## src/rtl/tdts_pkg.sv

```systemverilog
`timescale 1ns / 1ps
package tdts_pkg;

  localparam int MaxLexemeDefault  = 255;
  localparam int QueueDepthDefault = 4;

  localparam int NumStates  = 9;
  localparam int NumClasses = 13;

  // Character classes
  localparam logic [3:0] ClsLetter  = 4'd0;
  localparam logic [3:0] ClsDigit   = 4'd1;
  localparam logic [3:0] ClsDot     = 4'd2;
  localparam logic [3:0] ClsPlus    = 4'd3;
  localparam logic [3:0] ClsMinus   = 4'd4;
  localparam logic [3:0] ClsStar    = 4'd5;
  localparam logic [3:0] ClsSlash   = 4'd6;
  localparam logic [3:0] ClsCaret   = 4'd7;
  localparam logic [3:0] ClsEqual   = 4'd8;
  localparam logic [3:0] ClsBlank   = 4'd9;
  localparam logic [3:0] ClsNewline = 4'd10;
  localparam logic [3:0] ClsEnd     = 4'd11;
  localparam logic [3:0] ClsOther   = 4'd12;

  localparam logic [3:0] StateStart = 4'd0;

  // Stop codes of the transition table
  localparam logic [7:0] StopBase  = 8'd100;
  localparam logic [7:0] StopIdent = 8'd100;
  localparam logic [7:0] StopConst = 8'd101;
  localparam logic [7:0] StopPlus  = 8'd102;
  localparam logic [7:0] StopMinus = 8'd104;
  localparam logic [7:0] StopStar  = 8'd106;
  localparam logic [7:0] StopSlash = 8'd108;
  localparam logic [7:0] StopEnd   = 8'd112;
  localparam logic [7:0] StopError = 8'd200;

  localparam logic [3:0] KindError = 4'd14;

  localparam logic [7:0] NextTab [0:NumStates-1][0:NumClasses-1] = '{
    '{8'd1,   8'd2,   8'd3,   8'd5,   8'd6,   8'd7,   8'd8,   8'd110, 8'd111,
      8'd0,   8'd113, 8'd112, 8'd200},
    '{8'd1,   8'd1,   8'd100, 8'd100, 8'd100, 8'd100, 8'd100, 8'd100, 8'd100,
      8'd100, 8'd100, 8'd100, 8'd100},
    '{8'd101, 8'd2,   8'd4,   8'd101, 8'd101, 8'd101, 8'd101, 8'd101, 8'd101,
      8'd101, 8'd101, 8'd101, 8'd101},
    '{8'd200, 8'd4,   8'd200, 8'd200, 8'd200, 8'd200, 8'd200, 8'd200, 8'd200,
      8'd200, 8'd200, 8'd200, 8'd200},
    '{8'd101, 8'd4,   8'd200, 8'd101, 8'd101, 8'd101, 8'd101, 8'd101, 8'd101,
      8'd101, 8'd101, 8'd101, 8'd101},
    '{8'd102, 8'd102, 8'd102, 8'd102, 8'd102, 8'd102, 8'd102, 8'd102, 8'd103,
      8'd102, 8'd102, 8'd102, 8'd102},
    '{8'd104, 8'd104, 8'd104, 8'd104, 8'd104, 8'd104, 8'd104, 8'd104, 8'd105,
      8'd104, 8'd104, 8'd104, 8'd104},
    '{8'd106, 8'd106, 8'd106, 8'd106, 8'd106, 8'd106, 8'd106, 8'd106, 8'd107,
      8'd106, 8'd106, 8'd106, 8'd106},
    '{8'd108, 8'd108, 8'd108, 8'd108, 8'd108, 8'd108, 8'd108, 8'd108, 8'd109,
      8'd108, 8'd108, 8'd108, 8'd108}
  };

  typedef struct packed {
    logic [7:0] char_code;
    logic       end_mark;
  } in_word_t;

  typedef struct packed {
    logic [3:0] token_kind;
    logic [7:0] lexeme_length;
    logic       last;
  } out_word_t;

  typedef struct packed {
    logic [3:0] token_kind;
    logic [7:0] lexeme_length;
  } tok_t;

  // Tokens caused by one character: one or two
  typedef struct packed {
    logic two;
    tok_t tok0;
    tok_t tok1;
  } rec_t;

endpackage

```

## src/rtl/tdts_front.sv

```systemverilog
`timescale 1ns / 1ps
module tdts_front #(
  parameter int MaxLexeme = tdts_pkg::MaxLexemeDefault
) (
  input  logic               clk_i,
  input  logic               rst_ni,
  input  logic               in_valid_i,
  input  tdts_pkg::in_word_t in_data_i,
  input  logic               full_i,
  output logic               push_o,
  output tdts_pkg::rec_t     rec_o
);

  localparam int CntW = $clog2(MaxLexeme + 1);

  logic [3:0]      state_q, state_d;
  logic [CntW-1:0] cnt_q, cnt_d;
  logic            accept;
  logic [3:0]      cls;
  logic [3:0]      st0;
  logic [7:0]      code0, code1;
  logic            emit;

  function automatic logic [3:0] classify(input logic [7:0] ch, input logic is_end);
    logic [3:0] c;
    if (is_end) begin
      c = tdts_pkg::ClsEnd;
    end else if ((ch >= 8'h41 && ch <= 8'h5A) || (ch >= 8'h61 && ch <= 8'h7A)) begin
      c = tdts_pkg::ClsLetter;
    end else if (ch >= 8'h30 && ch <= 8'h39) begin
      c = tdts_pkg::ClsDigit;
    end else begin
      case (ch)
        8'h2E:               c = tdts_pkg::ClsDot;
        8'h2B:               c = tdts_pkg::ClsPlus;
        8'h2D:               c = tdts_pkg::ClsMinus;
        8'h2A:               c = tdts_pkg::ClsStar;
        8'h2F:               c = tdts_pkg::ClsSlash;
        8'h5E:               c = tdts_pkg::ClsCaret;
        8'h3D:               c = tdts_pkg::ClsEqual;
        8'h20, 8'h09, 8'h0D: c = tdts_pkg::ClsBlank;
        8'h0A:               c = tdts_pkg::ClsNewline;
        default:             c = tdts_pkg::ClsOther;
      endcase
    end
    return c;
  endfunction

  function automatic logic [CntW-1:0] bump(input logic [CntW-1:0] n);
    return (32'(n) < MaxLexeme) ? n + CntW'(1) : CntW'(MaxLexeme);
  endfunction

  function automatic logic [7:0] shown_len(input logic [CntW-1:0] n);
    return (32'(n) > 32'd255) ? 8'hFF : 8'(n);
  endfunction

  function automatic logic [3:0] kind_of(input logic [7:0] code);
    logic [7:0] k;
    k = code - tdts_pkg::StopBase;
    return (code == tdts_pkg::StopError) ? tdts_pkg::KindError : k[3:0];
  endfunction

  function automatic logic leaves_out(input logic [7:0] code);
    return code == tdts_pkg::StopIdent || code == tdts_pkg::StopConst ||
           code == tdts_pkg::StopPlus  || code == tdts_pkg::StopMinus ||
           code == tdts_pkg::StopStar  || code == tdts_pkg::StopSlash;
  endfunction

  assign accept = in_valid_i && !full_i;
  assign cls    = classify(in_data_i.char_code, in_data_i.end_mark);
  // Treat a state outside the table as the start state
  assign st0    = (state_q > 4'd8) ? tdts_pkg::StateStart : state_q;
  assign code0  = tdts_pkg::NextTab[st0][cls];
  assign code1  = tdts_pkg::NextTab[tdts_pkg::StateStart][cls];

  always_comb begin
    state_d = state_q;
    cnt_d   = cnt_q;
    emit    = 1'b0;
    rec_o   = '0;
    if (code0 < tdts_pkg::StopBase) begin
      state_d = code0[3:0];
      if (!(st0 == tdts_pkg::StateStart && cls == tdts_pkg::ClsBlank)) begin
        cnt_d = bump(cnt_q);
      end
    end else if (leaves_out(code0)) begin
      // Close the pending token, rescan the character from the start state
      emit                    = 1'b1;
      rec_o.tok0.token_kind    = kind_of(code0);
      rec_o.tok0.lexeme_length = shown_len(cnt_q);
      if (code1 < tdts_pkg::StopBase) begin
        state_d = code1[3:0];
        cnt_d   = (cls == tdts_pkg::ClsBlank) ? '0 : CntW'(1);
      end else begin
        state_d                  = tdts_pkg::StateStart;
        cnt_d                    = '0;
        rec_o.two                = 1'b1;
        rec_o.tok1.token_kind    = kind_of(code1);
        rec_o.tok1.lexeme_length =
          (in_data_i.end_mark || code1 == tdts_pkg::StopEnd) ? 8'd0 : 8'd1;
      end
    end else begin
      emit                     = 1'b1;
      state_d                  = tdts_pkg::StateStart;
      cnt_d                    = '0;
      rec_o.tok0.token_kind    = kind_of(code0);
      rec_o.tok0.lexeme_length =
        (in_data_i.end_mark || code0 == tdts_pkg::StopEnd) ? shown_len(cnt_q)
                                                           : shown_len(bump(cnt_q));
    end
  end

  assign push_o = accept && emit;

  always_ff @(posedge clk_i or negedge rst_ni) begin
    if (!rst_ni) begin
      state_q <= tdts_pkg::StateStart;
      cnt_q   <= '0;
    end else if (accept) begin
      state_q <= state_d;
      cnt_q   <= cnt_d;
    end
  end

endmodule

```

## src/rtl/tdts_queue.sv

```systemverilog
`timescale 1ns / 1ps
module tdts_queue #(
  parameter int Depth = tdts_pkg::QueueDepthDefault
) (
  input  logic           clk_i,
  input  logic           rst_ni,
  input  logic           push_i,
  input  tdts_pkg::rec_t rec_i,
  input  logic           pop_i,
  output tdts_pkg::rec_t head_o,
  output logic           full_o,
  output logic           empty_o
);

  localparam int PtrW = (Depth > 1) ? $clog2(Depth) : 1;
  localparam int CntW = $clog2(Depth + 1);

  tdts_pkg::rec_t  mem_q [Depth];
  logic [PtrW-1:0] wr_ptr_q, rd_ptr_q;
  logic [CntW-1:0] cnt_q;

  assign full_o  = cnt_q == CntW'(Depth);
  assign empty_o = cnt_q == '0;
  assign head_o  = mem_q[rd_ptr_q];

  always_ff @(posedge clk_i) begin
    if (push_i) begin
      mem_q[wr_ptr_q] <= rec_i;
    end
  end

  always_ff @(posedge clk_i or negedge rst_ni) begin
    if (!rst_ni) begin
      wr_ptr_q <= '0;
      rd_ptr_q <= '0;
      cnt_q    <= '0;
    end else begin
      if (push_i) begin
        wr_ptr_q <= (wr_ptr_q == PtrW'(Depth - 1)) ? '0 : wr_ptr_q + PtrW'(1);
      end
      if (pop_i) begin
        rd_ptr_q <= (rd_ptr_q == PtrW'(Depth - 1)) ? '0 : rd_ptr_q + PtrW'(1);
      end
      if (push_i && !pop_i) begin
        cnt_q <= cnt_q + CntW'(1);
      end else if (pop_i && !push_i) begin
        cnt_q <= cnt_q - CntW'(1);
      end
    end
  end

  a_no_overflow: assert property (@(posedge clk_i) disable iff (!rst_ni)
    push_i |-> !full_o)
    else $error("record pushed into a full queue");

  a_no_underflow: assert property (@(posedge clk_i) disable iff (!rst_ni)
    pop_i |-> !empty_o)
    else $error("record popped from an empty queue");

  a_count_bound: assert property (@(posedge clk_i) disable iff (!rst_ni)
    32'(cnt_q) <= Depth)
    else $error("queue count beyond depth");

endmodule

```

## src/rtl/tdts_back.sv

```systemverilog
`timescale 1ns / 1ps
module tdts_back (
  input  logic                clk_i,
  input  logic                rst_ni,
  input  tdts_pkg::rec_t      head_i,
  input  logic                empty_i,
  output logic                pop_o,
  output logic                out_valid_o,
  input  logic                out_stall_i,
  output tdts_pkg::out_word_t out_data_o
);

  logic                valid_q, valid_d;
  logic                second_q, second_d;
  tdts_pkg::out_word_t out_q, out_d;
  logic                load;

  assign load = !valid_q || !out_stall_i;

  always_comb begin
    valid_d  = valid_q;
    second_d = second_q;
    out_d    = out_q;
    pop_o    = 1'b0;
    if (load) begin
      if (second_q) begin
        // Second token of the head record, then drop the record
        out_d.token_kind    = head_i.tok1.token_kind;
        out_d.lexeme_length = head_i.tok1.lexeme_length;
        out_d.last          = 1'b1;
        valid_d             = 1'b1;
        second_d            = 1'b0;
        pop_o               = 1'b1;
      end else if (!empty_i) begin
        out_d.token_kind    = head_i.tok0.token_kind;
        out_d.lexeme_length = head_i.tok0.lexeme_length;
        out_d.last          = !head_i.two;
        valid_d             = 1'b1;
        second_d            = head_i.two;
        pop_o               = !head_i.two;
      end else begin
        valid_d = 1'b0;
      end
    end
  end

  always_ff @(posedge clk_i or negedge rst_ni) begin
    if (!rst_ni) begin
      valid_q  <= 1'b0;
      second_q <= 1'b0;
    end else begin
      valid_q  <= valid_d;
      second_q <= second_d;
    end
  end

  always_ff @(posedge clk_i) begin
    out_q <= out_d;
  end

  assign out_valid_o = valid_q;
  assign out_data_o  = out_q;

  a_second_has_head: assert property (@(posedge clk_i) disable iff (!rst_ni)
    second_q |-> (!empty_i && head_i.two))
    else $error("second token pending without a two-token record");

  a_second_after_first: assert property (@(posedge clk_i) disable iff (!rst_ni)
    $rose(second_q) |-> (valid_q && !out_q.last))
    else $error("first of two tokens not marked as non-last");

endmodule

```

## src/rtl/table_driven_token_scanner_top.sv

```systemverilog
`timescale 1ns / 1ps
// Token scanner: takes one character word per cycle (or an end-of-text mark) and
// returns token words {kind, length, last}. A character is accepted in the cycle
// it is offered while the record queue (QueueDepth records) has room; the scan
// state advances through one table lookup per character, or two on a rescan from
// the start state. A character that closes a token and then forms another by
// itself yields two token words, which leave the output register one after the
// other while the output is not stalled, so the output side moves at most one
// token word per cycle. Each token word passes the queue and the output register.
// Characters that only extend a lexeme, and blanks between tokens, produce no word.
module table_driven_token_scanner_top #(
  parameter int MaxLexeme  = tdts_pkg::MaxLexemeDefault,
  parameter int QueueDepth = tdts_pkg::QueueDepthDefault
) (
  input  logic                clk_i,
  input  logic                rst_ni,
  input  logic                in_valid_i,
  output logic                in_stall_o,
  input  tdts_pkg::in_word_t  in_data_i,
  output logic                out_valid_o,
  input  logic                out_stall_i,
  output tdts_pkg::out_word_t out_data_o
);

  logic           push;
  logic           pop;
  logic           full;
  logic           empty;
  tdts_pkg::rec_t rec;
  tdts_pkg::rec_t head;

  assign in_stall_o = full;

  tdts_front #(
    .MaxLexeme(MaxLexeme)
  ) u_front (
    .clk_i     (clk_i),
    .rst_ni    (rst_ni),
    .in_valid_i(in_valid_i),
    .in_data_i (in_data_i),
    .full_i    (full),
    .push_o    (push),
    .rec_o     (rec)
  );

  tdts_queue #(
    .Depth(QueueDepth)
  ) u_queue (
    .clk_i  (clk_i),
    .rst_ni (rst_ni),
    .push_i (push),
    .rec_i  (rec),
    .pop_i  (pop),
    .head_o (head),
    .full_o (full),
    .empty_o(empty)
  );

  tdts_back u_back (
    .clk_i      (clk_i),
    .rst_ni     (rst_ni),
    .head_i     (head),
    .empty_i    (empty),
    .pop_o      (pop),
    .out_valid_o(out_valid_o),
    .out_stall_i(out_stall_i),
    .out_data_o (out_data_o)
  );

endmodule

```

## config.mk

```make
export PLATFORM = sky130hd
export DESIGN_NAME = table_driven_token_scanner_top
export DESIGN_NICKNAME = d
export VERILOG_FILES = /design/src/rtl/tdts_pkg.sv /design/src/rtl/tdts_front.sv /design/src/rtl/tdts_queue.sv /design/src/rtl/tdts_back.sv /design/src/rtl/table_driven_token_scanner_top.sv
export SDC_FILE = /design/constraint.sdc
export NUM_CORES = 1
export LEC_CHECK = 0
export BUFFER_PORTS_ARGS = -buffer_cell sky130_fd_sc_hd__clkbuf_2
export CAP_MARGIN = 30
export CORE_MARGIN = 2
export CORE_UTILIZATION = 50
export CTS_BUF_LIST = sky130_fd_sc_hd__clkbuf_16
export CTS_CLUSTER_DIAMETER = 200
export DETAILED_ROUTE_END_ITERATION = 7
export PLACE_DENSITY = 0.75
export SYNTH_ARGS = -nofsm -noshare
export SYNTH_HDL_FRONTEND = slang
export SYNTH_HIERARCHICAL = 1
export SYNTH_SLANG_ARGS = --single-unit
```

## constraint.sdc

```tcl
create_clock -name clk_i -period 7.4 [get_ports clk_i]
set_clock_uncertainty 0.2 [all_clocks]
set_input_delay 0.37 -clock clk_i [delete_from_list [all_inputs] [get_ports clk_i]]
set_output_delay 0.37 -clock clk_i [all_outputs]
set_load 0.02 [all_outputs]
```

# == Yosys cells after proc, flatten, opt, wreduce, memory -nomap -nowiden ==
# Memories as Yosys holds them, arrays and structs flattened.
# Index checks and enable logic that the tools add are counted.
# totals
ff_bits,34
ram_bits,100
mem_bits_ro,1792
in_bits,13
memories,3
# memory_table
memory,depth,width,rd,rd_ports_with_merged_regs,write_ports,line,source
(name not given),16,104,1,0,0,tdts_front.sv:73,assign code0 = tdts_pkg::NextTab[st0][cls];
(name not given),16,8,1,0,0,tdts_front.sv:74,assign code1 = tdts_pkg::NextTab[tdts_pkg::StateStart][cls];
u_queue.mem_q,4,25,1,0,1,tdts_queue.sv:18,tdts_pkg::rec_t mem_q [Depth];
# op_classes
add_sub_neg,7
n_lt_le_gt_ge,12
n_eq_ne,27
mux,47
bitwise_logic,2
n_reduce_logical,29
# ops
operator,n
two-way mux 104 bit,2
two-way mux 8 bit,11
== test 8 x 7 -> 1 bit (second input constant),9
== test 8 x 6 -> 1 bit (second input constant),7
two-way mux 4 bit,9
one-hot mux 4 bit (9 select lines),1
binary-select mux 8 bit (select 4 bit),1
two-way mux 13 bit,2
two-way mux 25 bit,1
== test 8 x 4 -> 1 bit (second input constant),3
two-way mux 12 bit,2
== test 8 bit (second input constant),2
greater-or-equal comparator 8 x 7 -> 1 bit (second input constant),2
<= comparator 8 x 7 -> 1 bit (second input constant),2
less-than comparator 8 x 7 -> 1 bit (second input constant),2
two-way mux 1 bit,14
greater-or-equal comparator 5 bit (second input constant),2
NOT 4 -> 5 bit,2
logical OR 1 bit,9
adder 8 x 1 -> 8 bit (second input constant),1
greater-or-equal comparator 8 x 6 -> 1 bit (second input constant),1
<= comparator 8 x 6 -> 1 bit (second input constant),1
logical AND 1 bit,8
less-than comparator 8 bit (second input constant),1
other kinds (17),29

# == Logic depth before layout (Yosys ltp) ==
# depth
ltp_word,18
ltp_mapped,25
ltp_nobuf,22

# == Cells and area by module ==
# The synthesis kept the hierarchy.
# by_module_without_submodules
module,instances,cells_each,area_per_inst_um2
tdts_queue,1,168,4068.9
tdts_front,1,415,2907.8
tdts_back,1,38,700.7

# == Worst setup path after synthesis ==
# No wires, ideal clock.
# synth_path
path_kind,input-to-reg
start,input in_data_i[1] (netlist name)
end,register u_queue.cnt_q[1]
setup_time_ns,0.125
arrival_ns,4.679
t_required_ns,7.075
path_slack_ns,2.396
cell_stages,21
cell_sequence,buf_2 -> or4b_1 -> a211o_1 -> nand3_1 -> buf_4 -> clkbuf_1 -> mux2_2 -> a21oi_1 -> a21oi_1 -> a2111oi_0 -> a31o_2 -> ha_1 -> inv_1 -> nor2_1 -> o21ba_2 -> buf_2 -> nor2_1 -> ha_1 -> inv_1 -> fa_1 -> mux2_2
# synth_via
elab_chain_len,16
word_cells_on_any_way,38
classes_between,order compare (7); eq/ne (11); mux (9); bitwise (1); reduce/logical (10)
# synth_rtl
element,line,source
start: declaration,table_driven_token_scanner_top.sv:19,"input tdts_pkg::in_word_t in_data_i,"
== test 8 x 6 -> 1 bit or == test 8 x 4 -> 1 bit (tied branches),tdts_front.sv:33,case (ch)
OR reduction 3 bit,tdts_front.sv:33,
one-hot mux 4 bit (9 select lines),tdts_front.sv:33,
two-way mux 4 bit,tdts_front.sv:30,end else if (ch >= 8'h30 && ch <= 8'h39) begin
two-way mux 4 bit *,tdts_front.sv:28,end else if ((ch >= 8'h41 && ch <= 8'h5A) || (ch >= 8'h61 && ch <= 8'h7A)) begin
two-way mux 4 bit *,tdts_front.sv:26,if (is_end) begin
NOT 4 -> 5 bit (not written as such) *,tdts_front.sv:73,
binary-select mux 8 bit (select 4 bit) *,tdts_front.sv:73,
two-way mux 8 bit (not written as such) * (2 in series),tdts_front.sv:73,
less-than comparator 8 x 7 -> 1 bit *,tdts_front.sv:81,if (code0 < tdts_pkg::StopBase) begin
two-way mux 1 bit *,tdts_front.sv:81,
logical AND 1 bit *,tdts_front.sv:113,assign push_o = accept && emit;
via push,table_driven_token_scanner_top.sv:25,logic push;
zero test 1 bit,tdts_queue.sv:46,end else if (pop_i && !push_i) begin
logical AND 1 bit,tdts_queue.sv:46,
nonzero test 2 bit (no source line),-,
end signal: assignment,tdts_queue.sv:45,cnt_q <= cnt_q + CntW'(1);
end signal: assignment,tdts_queue.sv:47,cnt_q <= cnt_q - CntW'(1);
end: declaration,tdts_queue.sv:20,logic [CntW-1:0] cnt_q;
# Mark *: on every way through the listed nets, which the timed path passes. The rest lies on a longest branch. The select of a mux whose other input is x is not followed.
# A chain may end at the register's enable or synchronous reset.

# == Final worst setup path ==
# layout_path
start,register u_front.state_q[1]
end,register u_queue.cnt_q[2]
# layout_via
elab_chain_len,15
word_cells_on_any_way,17
classes_between,order compare (2); mux (8); bitwise (1); reduce/logical (5); memory (1)
# layout_rtl
element,line,source
start: declaration,tdts_front.sv:16,"logic [3:0] state_q, state_d;"
start signal: assignment,tdts_front.sv:117,state_q <= tdts_pkg::StateStart;
start signal: assignment,tdts_front.sv:120,state_q <= state_d;
greater-than comparator 4 bit,tdts_front.sv:72,assign st0 = (state_q > 4'd8) ? tdts_pkg::StateStart : state_q;
two-way mux 4 bit *,tdts_front.sv:72,
NOT 4 -> 5 bit (not written as such) *,tdts_front.sv:73,
memory (16 x 104 bit) *,-,
two-way mux 104 bit (not written as such) * (2 in series),tdts_front.sv:73,
binary-select mux 8 bit (select 4 bit) *,tdts_front.sv:73,
two-way mux 8 bit (not written as such) * (2 in series),tdts_front.sv:73,
less-than comparator 8 x 7 -> 1 bit *,tdts_front.sv:81,
two-way mux 1 bit *,tdts_front.sv:81,
logical AND 1 bit *,tdts_front.sv:113,
via push,table_driven_token_scanner_top.sv:25,
zero test 1 bit,tdts_queue.sv:46,
logical AND 1 bit,tdts_queue.sv:46,
nonzero test 2 bit (no source line),-,
# Marked as above.

==> summary.md <==
| Metric | Value |
|---|---|
| Status | finished, final reports clean |
| Hold Violations, Final | 0 |
| CP max stage cell | or4b_1 |
| Reg2reg start | u_front/state_q[1] |
| Global-route wire length before repair | 28400 µm |
| CP endpoint kind | flop |
| Cell with the most instances after synthesis | edfxtp_1 |
| Max Freq | 188 MHz |
| Worst skew pair latency | 0.41 ns |
| Mean Syn Cell Area | 12.4 µm² |
| Top cell type's share of synthesized area | 0.442 |
| Maximum vdd drop | 0.000178 V |
| Post-synth top flop | edfxtp_1 |
| TritonRoute pass-1 iters | 5 |
| Root Buffer | clkbuf_16 |
| Grt ovf | 0 |
| Slew @ Worst Pin | 1.08 ns |
| Startpoint Class | flop |
| Fin crit share | 0.718 |
| Initial antenna violation count | 0 |
| CTS Buf Count | 17 |
| Final setup viols | 0 |
| Slew HR | 0.276 |
| Sequential share of the synthesized area | 0.510 |
| Static leakage | 3.13 nW |
| I/O pin count | 28 |
| Post-layout util | 0.561 |
| DRT antenna net count | 0 |
| Crit path time final | 5.31 ns |
| Setup TNS Final | 0 ns |
| Cell variety after synth | 89 |
| Iter 0 DRT Violations | 487 |
| Die area | 0.0164 mm² |
| MaxCap Viol Count | 0 |
| Initial core utilization | 0.509 |
| DRT Wirelength | 18200 µm |
| WP data arrival | 5.44 ns |
| Synth warn | 6 |
| Required time worst endpoint | 7.53 ns |
| Detailed-route vias per instance | 6.48 |
| Pins Over Slew Limit | 0 |
| CORE AREA | 0.0151 mm² |
| Post-CTS sizing | 0 |
| CTS sink cnt | 134 |
| Die W | 128 µm |
| Final cell count without fillers | 837 |
| Design area | 0.00846 mm² |
| Port bufs | 27 |
| DR DRC count | 0 |
| DR vias | 5427 |
| Main area contributors after synthesis | edfxtp_1 (44%), dfrtp_1 (6.8%), mux4_2 (5.3%) |
| Hold Path Class | input port to flop |
| Clock Path Buffers | 2 |
| RSZ-0062 raised after global routing | false |
| Min-Delay Endpoint | u_back/second_q |
| Worst Setup Path Type | flop to flop |
| WHS Path Cells | 3 |
| Total GRT Usage | 0.226 |
| WL/cell | 21.8 µm |
| Buffer and inverter count on the worst path | 3 |
| Post-synth EDFFs | 113 |
| Slowest stage delay, CP | 0.69 ns |
| Min-delay src | out_stall_i |
| Reg2reg end | u_queue/cnt_q[2] |
| N_diodes | 0 |
| Placement-stage cell area | 0.00785 mm² |
| CP cell instances | or4b_1, and2_1, nand2_1, o211ai_1, o211a_1, a311oi_1, o32a_1, inv_1, ha_1, inv_1, nor2_1, o21ba_2, nor2_1, ha_1, inv_1, fa_1, xor2_1, nor2_1, xor2_1 |
| Synth Instances | 621 |
| Largest delay share family, worst path | simple AND/OR/NAND/NOR gates |
| Htree depth | 4 |
| Synth area leader | edfxtp_1 |
| Largest net degree at the start of global routing | 29 |
| Cell Pwr Density | 406 mW/mm² |
| Rows | 45 |
| FF-to-FF path depth | 19 |
| Post-synth ARST share | 0.157 |
| Routability cong. | 0.965 |
| Vias in the first global route | 5247 |
| DP Cell Count | 806 |
| Mapped cell area | 0.00768 mm² |
| Die H | 128 µm |
| Synth-to-layout area growth | 10.2% |
| Clock slew at reported path FFs | 0.05 ns |
| Flops & latches, synth | 134 |
| CTS tree | built |
| Nets | 676 |
| Synth top cells by count | edfxtp_1 (113), nand2_1 (40), a21oi_1 (35), nor2_1 (32), o21ai_0 (29) |
| Share of cells above drive strength 1 | 0.183 |
| Worst-path maximum fanout | 12 |
| Post-CTS setup repair buffer count | 0 |
| DPL Wire Length | 12500 µm |
| R2R Setup Slk | 2.09 ns |
## report_power, final
group / internal [mW] / switching [mW]
combinational: 0.572 / 0.853
clock: 0.559 / 0.302
sequential: 1.05 / 0.0969
total: 2.18 / 1.25
## through the flow
step	setup WS (ns)	power [mW]	hold slack, ns
3_5_place_dp	1.78	2.55	0.181
2_1_floorplan	2.40	2.23	-0.126
3_3_place_gp	1.93	2.51	0.162
5_1_grt	1.76	3.60	0.0664
4_1_cts	2.18	3.43	0.0392
6_report	2.09	3.44	0.0532
## flip-flops by register name (all words and copies together) (netlist names)
register            cells
u_front/cnt_q           8
u_back/out_data_o      13
u_queue/mem_q         100
u_queue/wr_ptr_q        2
u_front/state_q         4
u_queue/cnt_q           3
u_back/second_q         1
u_back/out_valid_o      1
u_queue/rd_ptr_q        2
## worst max-delay path by stage
stage | startpoint | endpoint | slack (ns) | depth (start not counted)
floorplan | in_data_i[1] | u_queue/cnt_q[1] | 2.40 | 21
global placement | in_data_i[0] | u_queue/cnt_q[2] | 1.93 | 21
detailed placement | in_data_i[5] | u_queue/cnt_q[2] | 1.78 | 19
CTS | u_front/state_q[1] | u_queue/cnt_q[2] | 2.18 | 19
global route | in_data_i[0] | u_queue/cnt_q[2] | 1.76 | 21
finish | u_front/state_q[1] | u_queue/cnt_q[2] | 2.09 | 19
## layer usage
layer | track usage | part of all wire | vias to the layer above
met1 | 0.283 | 0.41 | 2672
li1 | - | - | 2466
met3 | 0.0447 | 0.053 | 44
met4 | 0.0911 | 0.027 | 0
met2 | 0.386 | 0.51 | 245
met5 | 0 | 0 | -
## repair_timing
item	4_1_cts	5_1_grt
endpoints found under the setup margin	0	0
hold buffers	1	0
endpoints found under the hold margin	21	0
## logic make-up (layout without fill, tap and decap cells)
| logic type | count (synthesis) | after routing | synth area share |
|---|---|---|---|
| and+or+nand+nor | 177 | 177 | 0.124 |
| AOI/OAI and AO/OA | 169 | 169 | 0.162 |
| DFF | 134 | 134 | 0.510 |
| buffers and inverters | 67 | 89 | 0.0491 |
| muxes | 44 | 44 | 0.108 |
| adders and majority gates | 25 | 25 | 0.0417 |
| xor gates and xnor gates | 4 | 4 | 0.00456 |
| other | 1 | 7 | 0.000488 |
## worst register-to-register path: cells and delay by family (launching register included)
kind | cells | cell delay [ns]
and+or+nand+nor | 6 | 1.95
AOI/OAI and AO/OA | 5 | 1.14
DFF | 1 | 0.49
buffers and inverters | 3 | 0.26
xor gates and xnor gates | 2 | 0.32
adders and majority gates | 3 | 0.88
## placed cells by master, fill, tap and decap left out, types with 9 or more instances in the layout
| master | n |
|---|---|
| nor3_1 | 13 |
| mux4_2 | 18 |
| ha_1 | 24 |
| a211oi_1 | 10 |
| inv_1 | 20 |
| a21oi_1 | 35 |
| clkbuf_16 | 17 |
| nand2_1 | 40 |
| nand3_1 | 21 |
| o21ai_0 | 29 |
| dfrtp_1 | 21 |
| clkbuf_2 | 27 |
| edfxtp_1 | 113 |
| and2_1 | 9 |
| nor2_1 | 32 |
| or3_1 | 9 |
## layout make-up
type | count | area, µm²
fillers | 1202 | 6630
repair buffers | 37 | 216
clock inverters | 13 | 179
multi-input cells | 426 | 3400
clock buffers | 17 | 425
inverters | 22 | 82.6
well taps | 188 | 235
flip-flops and latches | 134 | 3920
(Power assumes the default switching activity.)
